===== src/rtl/kpc_pkg.sv =====
// Package for the key press classifier: widths, register indexes, event codes
// and the struct types passed between the core and its submodules.
// No dependencies.
package kpc_pkg;

    localparam int TICK_W     = 32;
    localparam int MS_W       = 16;
    localparam int FREQ_W     = 10;
    localparam int KEY_W      = 8;
    localparam int CFG_IDX_W  = 3;
    localparam int CFG_DATA_W = 16;

    // Repeat period is 1000 / frequency, so it never needs more than FREQ_W bits.
    localparam int                PERIOD_W      = FREQ_W;
    localparam logic [FREQ_W-1:0] PERIOD_NUMER  = FREQ_W'(1000);
    localparam int                DIV_STEPS     = FREQ_W;
    localparam int                DIV_CNT_W     = $clog2(DIV_STEPS + 1);

    localparam logic [MS_W-1:0]   DEBOUNCE_RST  = MS_W'(20);
    localparam logic [MS_W-1:0]   LONG_RST      = MS_W'(1000);

    typedef enum logic [CFG_IDX_W-1:0] {
        REG_ACTIVE_LEVEL     = 3'd0,
        REG_DEBOUNCE_MS      = 3'd1,
        REG_LONG_PRESS_MS    = 3'd2,
        REG_REPEAT_FREQUENCY = 3'd3,
        REG_KEY_NUMBER       = 3'd4
    } cfg_index_t;

    typedef enum logic [1:0] {
        KIND_SHORT   = 2'd0,
        KIND_LONG    = 2'd1,
        KIND_RELEASE = 2'd2
    } event_kind_t;

    // Repeat timing as seen by the scan logic.
    typedef struct packed {
        logic                repeat_off;
        logic [PERIOD_W-1:0] period;
    } repeat_cfg_t;

    typedef struct packed {
        logic            active_level;
        logic [MS_W-1:0] debounce_ms;
        logic [MS_W-1:0] long_press_ms;
        repeat_cfg_t     rpt;
    } scan_cfg_t;

    typedef struct packed {
        logic              valid;
        event_kind_t       kind;
        logic [TICK_W-1:0] held_ms;
    } scan_event_t;

endpackage


===== src/rtl/kpc_period_div.sv =====
// Repeat period unit: restoring divider computing 1000 / repeat_frequency,
// one quotient bit per cycle, started by a write of the frequency register.
// Depends on kpc_pkg.
module kpc_period_div
    import kpc_pkg::*;
(
    input  logic              aclk,
    input  logic              aresetn,
    input  logic              start,
    input  logic [FREQ_W-1:0] freq,
    output logic              busy,
    output repeat_cfg_t       rpt
);

    logic [DIV_CNT_W-1:0] cnt_reg, cnt_next;
    logic [FREQ_W-1:0]    divisor_reg, divisor_next;
    logic [FREQ_W-1:0]    dvd_reg, dvd_next;
    logic [FREQ_W-1:0]    rem_reg, rem_next;
    logic [PERIOD_W-1:0]  quo_reg, quo_next;
    logic                 off_reg, off_next;
    logic [FREQ_W:0]      trial;
    logic                 fits;

    assign trial = {rem_reg, dvd_reg[FREQ_W-1]};
    assign fits  = (trial >= {1'b0, divisor_reg});

    always_comb begin
        cnt_next     = cnt_reg;
        divisor_next = divisor_reg;
        dvd_next     = dvd_reg;
        rem_next     = rem_reg;
        quo_next     = quo_reg;
        off_next     = off_reg;
        if (start) begin
            divisor_next = freq;
            dvd_next     = PERIOD_NUMER;
            rem_next     = '0;
            quo_next     = '0;
            // zero frequency turns repeat off, no division needed
            off_next     = (freq == '0);
            cnt_next     = (freq == '0) ? '0 : DIV_CNT_W'(DIV_STEPS);
        end else if (cnt_reg != '0) begin
            cnt_next = cnt_reg - 1'b1;
            dvd_next = {dvd_reg[FREQ_W-2:0], 1'b0};
            quo_next = {quo_reg[PERIOD_W-2:0], fits};
            rem_next = fits ? FREQ_W'(trial - {1'b0, divisor_reg}) : trial[FREQ_W-1:0];
        end
    end

    always_ff @(posedge aclk) begin
        if (!aresetn) begin
            cnt_reg <= '0;
            off_reg <= 1'b1;
        end else begin
            cnt_reg <= cnt_next;
            off_reg <= off_next;
        end
        divisor_reg <= divisor_next;
        dvd_reg     <= dvd_next;
        rem_reg     <= rem_next;
        quo_reg     <= quo_next;
    end

    assign busy           = (cnt_reg != '0);
    assign rpt.repeat_off = off_reg;
    assign rpt.period     = quo_reg;

endmodule


===== src/rtl/kpc_scan.sv =====
// Per-scan classifier: key state registers and the compare/update logic that
// turns one scan into at most one event.
// Depends on kpc_pkg.
module kpc_scan
    import kpc_pkg::*;
(
    input  logic              aclk,
    input  logic              aresetn,
    input  logic              step,
    input  logic              pin_level,
    input  logic [TICK_W-1:0] tick_ms,
    input  scan_cfg_t         cfg,
    output scan_event_t       evt
);

    logic              prev_level_reg, prev_level_next;
    logic [TICK_W-1:0] press_time_reg, press_time_next;
    logic              in_long_reg, in_long_next;
    logic [TICK_W-1:0] repeat_time_reg, repeat_time_next;

    logic              now_pressed, was_pressed;
    logic [TICK_W-1:0] held;
    logic [TICK_W-1:0] since_repeat;

    assign now_pressed  = (pin_level == cfg.active_level);
    assign was_pressed  = (prev_level_reg == cfg.active_level);
    assign held         = tick_ms - press_time_reg;
    assign since_repeat = tick_ms - repeat_time_reg;

    always_comb begin
        prev_level_next  = pin_level;
        press_time_next  = press_time_reg;
        in_long_next     = in_long_reg;
        repeat_time_next = repeat_time_reg;
        evt.valid        = 1'b0;
        evt.kind         = KIND_SHORT;
        evt.held_ms      = held;
        if (now_pressed && !was_pressed) begin
            press_time_next = tick_ms;
        end else if (!now_pressed && was_pressed) begin
            // release too short: no event, long press flag stays until idle
            if (held >= TICK_W'(cfg.debounce_ms)) begin
                evt.valid        = 1'b1;
                evt.kind         = in_long_reg ? KIND_RELEASE : KIND_SHORT;
                in_long_next     = 1'b0;
                repeat_time_next = tick_ms;
            end
            press_time_next = tick_ms;
        end else if (now_pressed) begin
            if (held >= TICK_W'(cfg.long_press_ms)) begin
                if (!in_long_reg) begin
                    in_long_next     = 1'b1;
                    repeat_time_next = tick_ms;
                    evt.valid        = 1'b1;
                    evt.kind         = KIND_LONG;
                end else if (!cfg.rpt.repeat_off &&
                             since_repeat >= TICK_W'(cfg.rpt.period)) begin
                    repeat_time_next = tick_ms;
                    evt.valid        = 1'b1;
                    evt.kind         = KIND_LONG;
                end
            end
        end else begin
            in_long_next = 1'b0;
        end
    end

    always_ff @(posedge aclk) begin
        if (!aresetn) begin
            prev_level_reg  <= 1'b1;
            press_time_reg  <= '0;
            in_long_reg     <= 1'b0;
            repeat_time_reg <= '0;
        end else if (step) begin
            prev_level_reg  <= prev_level_next;
            press_time_reg  <= press_time_next;
            in_long_reg     <= in_long_next;
            repeat_time_reg <= repeat_time_next;
        end
    end

endmodule


===== src/rtl/key_press_classifier_core.sv =====
// Key press classifier top level: config registers, input and result stages.
// Depends on kpc_pkg, kpc_period_div, kpc_scan.
//
// Usage:
//   s_ channel: one scan per transaction (pin level + millisecond timestamp).
//   m_ channel: at most one event per scan (kind, key number, hold time).
//   Config: cfg_wr_en / cfg_index / cfg_data, no read-back.
// Path: a scan accepted on the s_ channel goes through the input register, then
//   the result register, before its event shows on m_valid.
// Throughput: one scan per cycle while m_ready stays high and the divider is idle;
//   scans that produce no event leave the result channel untouched.
// Writing repeat_frequency with a nonzero value starts the period divider:
//   s_ready stays low while it runs, one quotient bit per cycle.
// Reset (aresetn low, synchronous) restores the register defaults, clears the
//   key state and empties both stages.
// Receiver stall: the result register holds its event; the input register
//   keeps one scan, then s_ready drops until m_ready returns.
module key_press_classifier_core
    import kpc_pkg::*;
(
    input  logic                  aclk,
    input  logic                  aresetn,

    input  logic                  cfg_wr_en,
    input  logic [CFG_IDX_W-1:0]  cfg_index,
    input  logic [CFG_DATA_W-1:0] cfg_data,

    input  logic                  s_valid,
    output logic                  s_ready,
    input  logic                  s_pin_level,
    input  logic [TICK_W-1:0]     s_tick_ms,

    output logic                  m_valid,
    input  logic                  m_ready,
    output logic [1:0]            m_event_kind,
    output logic [KEY_W-1:0]      m_event_key,
    output logic [TICK_W-1:0]     m_held_ms
);

    logic              active_level_reg;
    logic [MS_W-1:0]   debounce_reg;
    logic [MS_W-1:0]   long_press_reg;
    logic [KEY_W-1:0]  key_number_reg;

    logic              div_start;
    logic              div_busy;
    repeat_cfg_t       rpt;
    scan_cfg_t         scan_cfg;
    scan_event_t       evt;

    logic              in_valid_reg;
    logic              in_pin_reg;
    logic [TICK_W-1:0] in_tick_reg;

    logic              out_valid_reg, out_valid_next;
    event_kind_t       out_kind_reg;
    logic [KEY_W-1:0]  out_key_reg;
    logic [TICK_W-1:0] out_held_reg;

    logic              out_free;
    logic              step;
    logic              in_advance;
    logic              s_take;

    // register writes; unknown indexes fall through
    always_ff @(posedge aclk) begin
        if (!aresetn) begin
            active_level_reg <= 1'b0;
            debounce_reg     <= DEBOUNCE_RST;
            long_press_reg   <= LONG_RST;
            key_number_reg   <= '0;
        end else if (cfg_wr_en) begin
            unique case (cfg_index)
                REG_ACTIVE_LEVEL:  active_level_reg <= cfg_data[0];
                REG_DEBOUNCE_MS:   debounce_reg     <= cfg_data;
                REG_LONG_PRESS_MS: long_press_reg   <= cfg_data;
                REG_KEY_NUMBER:    key_number_reg   <= cfg_data[KEY_W-1:0];
                default: ;
            endcase
        end
    end

    assign div_start = cfg_wr_en && (cfg_index == REG_REPEAT_FREQUENCY);

    kpc_period_div u_div (
        .aclk    (aclk),
        .aresetn (aresetn),
        .start   (div_start),
        .freq    (cfg_data[FREQ_W-1:0]),
        .busy    (div_busy),
        .rpt     (rpt)
    );

    assign scan_cfg.active_level  = active_level_reg;
    assign scan_cfg.debounce_ms   = debounce_reg;
    assign scan_cfg.long_press_ms = long_press_reg;
    assign scan_cfg.rpt           = rpt;

    assign out_free   = !out_valid_reg || m_ready;
    assign step       = in_valid_reg && out_free;
    assign in_advance = !in_valid_reg || out_free;
    assign s_ready    = in_advance && !div_busy;
    assign s_take     = s_valid && s_ready;

    always_ff @(posedge aclk) begin
        if (!aresetn) begin
            in_valid_reg <= 1'b0;
        end else if (in_advance) begin
            in_valid_reg <= s_take;
        end
        if (s_take) begin
            in_pin_reg  <= s_pin_level;
            in_tick_reg <= s_tick_ms;
        end
    end

    kpc_scan u_scan (
        .aclk      (aclk),
        .aresetn   (aresetn),
        .step      (step),
        .pin_level (in_pin_reg),
        .tick_ms   (in_tick_reg),
        .cfg       (scan_cfg),
        .evt       (evt)
    );

    always_comb begin
        out_valid_next = out_valid_reg;
        if (out_free) begin
            out_valid_next = step && evt.valid;
        end
    end

    always_ff @(posedge aclk) begin
        if (!aresetn) begin
            out_valid_reg <= 1'b0;
        end else begin
            out_valid_reg <= out_valid_next;
        end
        if (step && evt.valid) begin
            out_kind_reg <= evt.kind;
            out_key_reg  <= key_number_reg;
            out_held_reg <= evt.held_ms;
        end
    end

    assign m_valid      = out_valid_reg;
    assign m_event_kind = out_kind_reg;
    assign m_event_key  = out_key_reg;
    assign m_held_ms    = out_held_reg;

endmodule


===== config.mk =====
export PLATFORM = sky130hd
export DESIGN_NAME = key_press_classifier_core
export DESIGN_NICKNAME = d
export VERILOG_FILES = /design/src/rtl/kpc_pkg.sv /design/src/rtl/kpc_period_div.sv /design/src/rtl/kpc_scan.sv /design/src/rtl/key_press_classifier_core.sv
export SDC_FILE = /design/constraint.sdc
export NUM_CORES = 1
export LEC_CHECK = 0
export BUFFER_PORTS_ARGS = -buffer_cell sky130_fd_sc_hd__buf_2
export CORE_AREA = 2 2 182 184
export DETAILED_ROUTE_END_ITERATION = 8
export DIE_AREA = 0 0 184 186
export SYNTH_ARGS = -nofsm -noshare
export SYNTH_HDL_FRONTEND = slang
export SYNTH_HIERARCHICAL = 1
export SYNTH_SLANG_ARGS = --single-unit
export TNS_END_PERCENT = 50

===== constraint.sdc =====
create_clock -name aclk -period 6.6 [get_ports aclk]
set_input_delay 0.66 -clock aclk [delete_from_list [all_inputs] [get_ports aclk]]
set_output_delay 0.66 -clock aclk [all_outputs]
set_load 0.05 [all_outputs]

; Word-level counts from Yosys, hierarchy flattened
; Index checks and enable logic that the tools add are counted.
[totals]
elab_cells = 93
input_bits = 57
output_inout_bits = 44
register_bits = 226
[op_classes]
bitwise = 1
add_sub_neg = 4
order_cmp = 4
n_eq_ne = 9
n_reduce_logical = 30
muxes = 24
[op_table]
columns = op, n
row1 = 32-bit 2-to-1 mux, 8
row2 = 32-bit by 16-bit greater-or-equal comparator with 1-bit output, 2
row3 = 32-bit subtractor, 2
row4 = 32-bit by 10-bit greater-or-equal comparator with 1-bit output, 1
row5 = 3-bit 2-to-1 mux, 7
row6 = 4-bit 2-to-1 mux, 3
row7 = 11-bit by 10-bit greater-or-equal comparator with 1-bit output, 1
row8 = 10-bit zero test, 1
row9 = 10-bit 2-to-1 mux, 1
row10 = 2-bit AND reduction, 5
row11 = 10-bit subtractor, 1
row12 = 1-bit logical AND, 8
row13 = 2-bit nonzero test, 4
row14 = "3-bit by 2-bit == test with 1-bit output, second input constant", 2
row15 = 1-bit zero test, 6
row16 = "3-bit != test, second input constant", 2
row17 = 6-bit AND reduction, 1
row18 = 1-bit 2-to-1 mux, 4
row19 = 4-bit AND reduction, 1
row20 = 4-bit nonzero test, 1
row21 = "4-bit by 1-bit subtractor with 4-bit output, second input constant", 1
row22 = "3-bit by 1-bit == test with 1-bit output, second input constant", 1
row23 = "3-bit == test, second input constant", 1
row24 = 3-bit zero test, 1
row25 = other kinds (5), 7

; Depth between registers and ports, before layout
; Gate-level depths: netlist of the first run.
[depth]
ltp_word = 10
ltp_mapped = 22
ltp_nobuf = 22

; Hierarchy
; The synthesis of the first run kept the hierarchy.
[modules_own_cells]
columns = module, area_per_inst_um2, cells_each, seq_area_each_um2, n_inst
row1 = kpc_scan, 7885.1, 1085, 1321.3, 1
row2 = key_press_classifier_core, 4025.1, 251, 3113.0, 1
row3 = kpc_period_div, 2128.3, 232, 940.9, 1

; Worst setup path after synthesis of the first run
; Ideal clock, no wire load.
[synth_path]
path_kind = register -> register
startpoint = reg in_tick_reg[0]
endpoint = reg out_key_reg[0], in the netlist m_event_key[0], enable pin
path_slack_ps = 1323
t_required_ps = 6196
arrival_ps = 4873
path_stages_with_launch = 22
setup_ps = 404
period_less_slack_ps = 5277
path_buffers = 0
cell_sequence = edfxtp_1 inv_1 ha_1 inv_1 fa_1 a21o_1 a221oi_4 nor2b_1 o21a_1 o21ai_0 nand2b_1 a21oi_1 xnor2_1 ha_1 and4_1 nand4_1 a41oi_1 or3_1 nor3_1 or3_1 a21oi_1 and3_1
[synth_rtl]
columns = element, line_no
row1 = "start, declared", key_press_classifier_core.sv:53  ; logic [TICK_W-1:0] in_tick_reg;
row2 = "start signal, assigned", key_press_classifier_core.sv:113  ; in_tick_reg <= s_tick_ms;
row3 = "end signal, assigned", key_press_classifier_core.sv:142  ; out_key_reg <= key_number_reg;
row4 = "end, declared", key_press_classifier_core.sv:57  ; logic [KEY_W-1:0] out_key_reg;

==> results of run 1 <==
final timing paths:
check	from	to
setup / recovery	in_tick_reg[4]	m_held_ms[27]
hold / removal	s_tick_ms[1]	in_tick_reg[1]
hold reg to reg	key_number_reg[4]	m_event_key[4]
setup reg to reg	in_tick_reg[4]	m_held_ms[27]
worst max-delay path: stages (launching register included):
cell                        delay [ps]
sky130_fd_sc_hd__edfxtp_1          460
sky130_fd_sc_hd__ha_1              390
sky130_fd_sc_hd__o211ai_1          110
sky130_fd_sc_hd__a21oi_1           490
sky130_fd_sc_hd__o21a_1            240
sky130_fd_sc_hd__nor2_1             60
sky130_fd_sc_hd__xnor2_1           150
sky130_fd_sc_hd__ha_1              310
sky130_fd_sc_hd__nand2_1            80
sky130_fd_sc_hd__nand4b_1          130
sky130_fd_sc_hd__nor4_1            300
sky130_fd_sc_hd__o2111ai_1         140
sky130_fd_sc_hd__a2111oi_0         330
sky130_fd_sc_hd__nand4_1           150
sky130_fd_sc_hd__or4_1             520
sky130_fd_sc_hd__nor4_1            480
sky130_fd_sc_hd__buf_4             240
sky130_fd_sc_hd__or3_1             130
sky130_fd_sc_hd__a21oi_1            80
sky130_fd_sc_hd__and3_2            590
metrics by stage:
| step | area (sq um) | std cells | hold WS [ps] | worst slack, ps | utilization, % |
|---|---|---|---|---|---|
| after global placement | 14800 | 2019 | 413 | 1080 | 45.9 |
| final | 15600 | 2067 | 299 | 792 | 48.4 |
| after global routing | 15600 | 2067 | 279 | 278 | 48.4 |
| after CTS | 15600 | 2067 | 276 | 773 | 48.4 |
| after detailed placement | 14800 | 2019 | 416 | 810 | 45.9 |
| after floorplan | 14000 | 1568 | 408 | 1320 | - |
cell families (layout without fill, tap and decap cells):
kind of cell | count (synthesis) | in the layout | synth area share, %
buf+inv | 199 | 290 | 6.05
flops | 226 | 226 | 38.3
mux | 84 | 84 | 6.01
simple gates | 533 | 533 | 18.0
xor+xnor | 59 | 59 | 3.68
fa+ha+maj | 121 | 121 | 10.9
compound gates | 346 | 346 | 17.0
cells in the final DEF, fill, tap and decap left out, types with 9 or more instances in the layout:
cell                        synthesis  layout
sky130_fd_sc_hd__o21a_1            18      18
sky130_fd_sc_hd__xor2_1            22      22
sky130_fd_sc_hd__nor3_1            17      17
sky130_fd_sc_hd__mux2i_1           82      82
sky130_fd_sc_hd__inv_1            133     133
sky130_fd_sc_hd__nor2b_1           24      23
sky130_fd_sc_hd__a211oi_1          13      13
sky130_fd_sc_hd__a21boi_0          35      35
sky130_fd_sc_hd__edfxtp_1          85      85
sky130_fd_sc_hd__xnor2_1           37      37
sky130_fd_sc_hd__and2_1            10      10
sky130_fd_sc_hd__nand2b_1          25      25
sky130_fd_sc_hd__buf_2              4      99
sky130_fd_sc_hd__nand3_1           37      37
sky130_fd_sc_hd__nor2_1            60      60
sky130_fd_sc_hd__a21oi_1           97      97
sky130_fd_sc_hd__a21o_1            28      28
sky130_fd_sc_hd__nand4_1           18      18
sky130_fd_sc_hd__and3_1            11      10
sky130_fd_sc_hd__o211ai_1          16      16
sky130_fd_sc_hd__dfxtp_1          141     141
sky130_fd_sc_hd__nand2_1          276     276
sky130_fd_sc_hd__buf_4              2       9
sky130_fd_sc_hd__o21ai_0           52      52
sky130_fd_sc_hd__ha_1             118     118
sky130_fd_sc_hd__clkbuf_16          0      26
cell usage after synthesis (28+ instances only):
cell type | number | area, sq um
sky130_fd_sc_hd__a21o_1 | 28 | 210
sky130_fd_sc_hd__clkbuf_1 | 47 | 176
sky130_fd_sc_hd__nand2_1 | 276 | 1040
sky130_fd_sc_hd__a21oi_1 | 97 | 485
sky130_fd_sc_hd__xnor2_1 | 37 | 324
sky130_fd_sc_hd__dfxtp_1 | 141 | 2820
sky130_fd_sc_hd__inv_1 | 133 | 499
sky130_fd_sc_hd__mux2i_1 | 82 | 821
sky130_fd_sc_hd__nor2_1 | 60 | 225
sky130_fd_sc_hd__nand3_1 | 37 | 185
sky130_fd_sc_hd__a21boi_0 | 35 | 263
sky130_fd_sc_hd__ha_1 | 118 | 1480
sky130_fd_sc_hd__edfxtp_1 | 85 | 2550
sky130_fd_sc_hd__o21ai_0 | 52 | 260
power breakdown:
group          internal, W  total (W)  leakage, nW  switching [W]
Sequential         0.00171    0.00187         1.93       0.000162
Clock             0.000768    0.00136        0.381       0.000591
Combinational      0.00110    0.00281         3.61        0.00172
cell type report:
cell class | count | share of cell area (%)
well taps | 408 | 3.28
multi-input cells | 1143 | 50.3
flip-flops and latches | 226 | 34.5
clock buffers | 32 | 4.32
repair buffers | 108 | 3.61
clock inverters | 16 | 0.803
inverters | 134 | 3.23
metal layers:
metal / share of wire, % / vias up / routed length (um) / track usage, %
li1: - / 5680 / - / -
met1: 47 / 5209 / 16700 / 27.7
met2: 45 / 291 / 16000 / 34.3
met3: 4.6 / 48 / 1610 / 2.66
met4: 2.6 / 0 / 925 / 5.70
met5: 0 / - / 0 / 0
==> flow_summary.toml, run 1 <==
[yosys]
synthFlopType = "sky130_fd_sc_hd__dfxtp_1"
synth.yosys.warnings = 6
post_synth_edffs = 85
yosysSeqAreaShare_pct = 38.3
mappedNetlistNets = 1746
synth_area_sq_um = 14000
postSynthRegisterBits = 226
synthesis.area_per_instance_sq_um = 8.95
synthesis.instances = 1568
synthArstFlopShare_pct = 0
synth.lib_cells_used.distinct = 97

[global_route]
vias_in_the_first_global_route = 10700
global_route_wire_length_before_repair_mm = 56.5
globalRouteTotalUtil_pct = 20.5
pin_count_of_the_biggest_net_entering_global_routing = 108
grt_antenna_before_repair = 0
gr-total-overflow = 0

[finish]
num-fill-cells = 3153
final_layout_size_suffix_gt1_share_pct = 10.6
regArea_sq_um = 5380
multi_input_logic_area_sq_um = 7840
antenna-diode-count = 0
fin_nets = 1817
area_growth_pct = 11.0

[worst_setup_path]
setup.worst_path.start_class = "flop"
setup.worst_path.end_class = "flop"
timing.reg2reg.worst_path_depth = 19
critical_path_peak_fanout = 42
crit_arrival_ps = 5930
worst_ep_required_time_ps = 6730
setup.reg_to_reg.worst_slack_ps = 790
worstSetupPathType = "reg -> reg"

[clocking]
clock_sink_count = 226
number_of_buffers_added_by_the_clock_tree_synthesis_step = 26
clk_path_buf_depth = 3
post_cts_resize_count = 0
holdBufCountCts = 0
clock_latency_ps = 540
clockRootBuffer = "sky130_fd_sc_hd__clkbuf_16"
worst_setup_hold_path_clk_slew_ps = 60
cts_post_setup_buffers_inserted = 0
htree_num_levels = 1
tritoncts = "built"

[sta]
final_min_period_over_clock_period_pct = 88.0
hold_violations = 0
worst-slew-pin-transition_ps = 1070
setup-tns-final_ps = 0
layout_min_cycle_time_ps = 5810
setup-violations-final = 0
timing.fmax_mhz = 172
rsz_0062_raised_after_global_routing = "false"
timing.max_slew.rel_slack_pct = 28.9
finalClockSkew_ps = 14.1
maxSlewViolCount = 0

[place]
detailed_place_hpwl_mm = 26.5
globalplace.congestion = 0.881
port_buffers = 100

[floorplanning]
total_die_area_sq_um = 34200
initial_utilization_pct = 43.6
num_rows = 66
placeable_core_region_sq_um = 32200
io_pins = 101
die_x_um = 184
chipHeight_um = 186

[status]
run_status = "finished, final reports clean"

[power_and_ir_drop]
power.total_w = 0.00604
power_leakage_nw = 5.92
irDropWorstVdd_v = 0.000265
pwr_density_nw_per_um2 = 388

[route]
drtIter0Drc = 709
firstDrtPassIters = 8
dr_total_vias = 11200
number_of_nets_with_antenna_violations_after_detailed_routing = 0
drt-wirelength-per-cell_um = 17.1
finalWirelength_mm = 35.3
detail_route.drc_violations = 0
via_per_inst = 5.43

[worst_hold_path]
holdPathStages = 1
worstHoldPathType = "in -> reg"

[run]
max_cap_viol_count = 0
(Power assumes the default switching activity.)
==> inputs of run 2 (changes only) <==
- ABC_AREA: unset -> 1
- CORE_AREA: 2 2 182 184 -> 2 2 190 192
- DIE_AREA: 0 0 184 186 -> 0 0 192 194
- SLEW_MARGIN: unset -> 20
==> flow_summary.toml, run 2 <==
[sta]
timing.max_slew.rel_slack_pct = 37.1
layout_min_cycle_time_ps = 4400
rsz_0062_raised_after_global_routing = "false"
hold_violations = 0
setup-tns-final_ps = 0
finalClockSkew_ps = 10.6
maxSlewViolCount = 0
final_min_period_over_clock_period_pct = 66.6
timing.fmax_mhz = 227
setup-violations-final = 0
worst-slew-pin-transition_ps = 943

[yosys]
synthesis.area_per_instance_sq_um = 6.86
synthFlopType = "sky130_fd_sc_hd__dfxtp_1"
synth.lib_cells_used.distinct = 53
synth_area_sq_um = 15200
synth.yosys.warnings = 6
synth_commonest_cells = "632 x sky130_fd_sc_hd__nand2_1, 447 x sky130_fd_sc_hd__inv_1, 223 x sky130_fd_sc_hd__nor2_1"
synth_most_common_cell = "sky130_fd_sc_hd__nand2_1"
mappedNetlistNets = 2401
postSynthRegisterBits = 226
synth.mux.area_fraction_pct = 0
synthArstFlopShare_pct = 0
combinational_family_with_the_most_area_after_synthesis = "simple AND/OR/NAND/NOR gates"
top_cell_type_s_share_of_synthesized_area_pct = 18.5
synthesis.instances = 2223
yosysSeqAreaShare_pct = 35.3
post_synth_xor_area_fraction_pct = 2.07
synth_fa_ha_area_share_pct = 10.1
synth_compound_gate_area_share_pct = 7.42
post_synth_edffs = 85
synth_area_leader_cell = "sky130_fd_sc_hd__dfxtp_1"
post_synth_simple_gate_area_pct = 32.2
post_synth_main_area_contributors = "sky130_fd_sc_hd__dfxtp_1 19%, sky130_fd_sc_hd__edfxtp_1 17%, sky130_fd_sc_hd__nand2_1 16%"

[worst_hold_path]
worstHoldPathType = "in -> reg"
holdPathEnd = "in_tick_reg[1]"
holdPathStages = 1
worst_hold_startpoint = "s_tick_ms[1]"

[floorplanning]
total_die_area_sq_um = 37200
placeable_core_region_sq_um = 35200
num_rows = 69
io_pins = 101
die_x_um = 192
chipHeight_um = 194
initial_utilization_pct = 43.3

[worst_setup_path]
cp_common_cell = "sky130_fd_sc_hd__nand2_1"
critical_path_peak_fanout = 64
setup.reg_to_reg.worst_slack_ps = 2200
setup.worst_path.start_class = "flop"
worstSetupPathType = "reg -> reg"
critical-path-max-stage-delay_ps = 700
cell_by_cell_trace_of_the_critical_path = "inv_1, ha_1, inv_1, fa_1, nand3_1, nand3_1, nand2_1, nand2_1, xor2_1, ha_1, nand4_1, o21ai_0, nand2_1, a21oi_1, nor2_1, nand4_4, nand3_4, nor2_8, nand2_1, nand2_1, nor2_1"
crit-reg2reg-capture = "u_scan/repeat_time_reg[26]"
regToRegStartpoint = "in_tick_reg[0]"
worst_ep_required_time_ps = 7040
setup.worst_path.end_class = "flop"
critical_path_buf_inv_count = 2
crit_arrival_ps = 4840
critPathTopFamily = "simple AND/OR/NAND/NOR gates"
crit_slowest_cell = "sky130_fd_sc_hd__nor2_8"
timing.reg2reg.worst_path_depth = 21

[finish]
multi_input_logic_area_sq_um = 7920
area_growth_pct = 12.1
antenna-diode-count = 0
mostFrequentLayoutCells = "631 x sky130_fd_sc_hd__nand2_1, 447 x sky130_fd_sc_hd__inv_1, 223 x sky130_fd_sc_hd__nor2_1, 141 x sky130_fd_sc_hd__dfxtp_1, 120 x sky130_fd_sc_hd__nand3_1"
final_cell_count_no_fill = 2799
num-fill-cells = 3597
layout_commonest_cell = "sky130_fd_sc_hd__nand2_1"
fin_nets = 2495
design_area_sq_um = 17100
regArea_sq_um = 5380
final_layout_size_suffix_gt1_share_pct = 11.2

[global_route]
globalRouteTotalUtil_pct = 21.1
global_route_wire_length_before_repair_mm = 63.8
pin_count_of_the_biggest_net_entering_global_routing = 65
vias_in_the_first_global_route = 12700
grt_antenna_before_repair = 1
gr-total-overflow = 0

[route]
firstDrtPassIters = 5
number_of_nets_with_antenna_violations_after_detailed_routing = 0
drtIter0Drc = 794
drt-wirelength-per-cell_um = 13.9
dr_total_vias = 13500
via_per_inst = 4.81
finalWirelength_mm = 39.0
detail_route.drc_violations = 0

[power_and_ir_drop]
pwr_density_nw_per_um2 = 395
irDropWorstVdd_v = 0.000241
power_leakage_nw = 8.58

[clocking]
number_of_buffers_added_by_the_clock_tree_synthesis_step = 27
clock_latency_ps = 560
clockRootBuffer = "sky130_fd_sc_hd__clkbuf_16"
tritoncts = "built"
post_cts_resize_count = 0
cts_post_setup_buffers_inserted = 0
clk_path_buf_depth = 3
holdBufCountCts = 0
htree_num_levels = 1
clock_sink_count = 226
worst_setup_hold_path_clk_slew_ps = 60

[place]
detailed_place.area_sq_um = 16100
port_buffers = 100
globalplace.congestion = 0.912
placedCellCount = 2749
detailed_place_hpwl_mm = 30.7

[status]
run_status = "finished, final reports clean"

[run]
max_cap_viol_count = 0
run 2: area by class of cell:
class	instances	share of cell area, %
Multi-Input combinational cell	1494	46.4
Sequential cell	226	31.5
Inverter	462	10.2
Clock buffer	39	4.65
Tap cell	461	3.38
Timing Repair Buffer	106	3.21
Clock inverter	11	0.769
run 2: worst max path at each step:
stage                     slack (ps)  depth (start not counted)      startpoint                         end
after global routing            1750                         21  in_tick_reg[0]  u_scan/repeat_time_reg[15]
final                           2200                         21  in_tick_reg[0]  u_scan/repeat_time_reg[26]
after detailed placement        2200                         21  in_tick_reg[0]  u_scan/repeat_time_reg[25]
after global placement          2240                         21  in_tick_reg[0]               m_held_ms[18]
after floorplan                  450                         22  in_tick_reg[0]              m_event_key[0]
after CTS                       2170                         21  in_tick_reg[0]  u_scan/repeat_time_reg[14]
run 2: power breakdown:
part           leakage, nW  total (W)  switching (W)  internal (W)
Clock                0.455    0.00153       0.000609      0.000920
Sequential            1.93    0.00190       0.000152       0.00175
Combinational         6.19    0.00331        0.00219       0.00112
Total                 8.58    0.00674        0.00295       0.00378
run 2: kinds of logic after synthesis:
family                     after synthesis
AOI/OAI and AO/OA                      204
xor gates and xnor gates                36
adders and majority gates              121
buffers and inverters                  503
DFF                                    226
and+or+nand+nor                       1133
run 2: layer usage:
layer / share of wire (%) / GRT usage, %
met1: 46 / 28.3
met4: 2.1 / 4.66
met5: 0.031 / 0
met3: 4.9 / 2.93
met2: 47 / 36.0
run 2: metrics by stage:
stage | power (W) | utilization (%) | setup slack (ps) | hold slack [ps]
after global routing | 0.00736 | 48.5 | 1750 | 254
final | 0.00674 | 48.5 | 2200 | 277
after CTS | 0.00680 | 48.5 | 2170 | 247
after global placement | 0.00517 | 45.8 | 2240 | 412
after detailed placement | 0.00524 | 45.8 | 2200 | 418
after floorplan | 0.00442 | - | 446 | 408
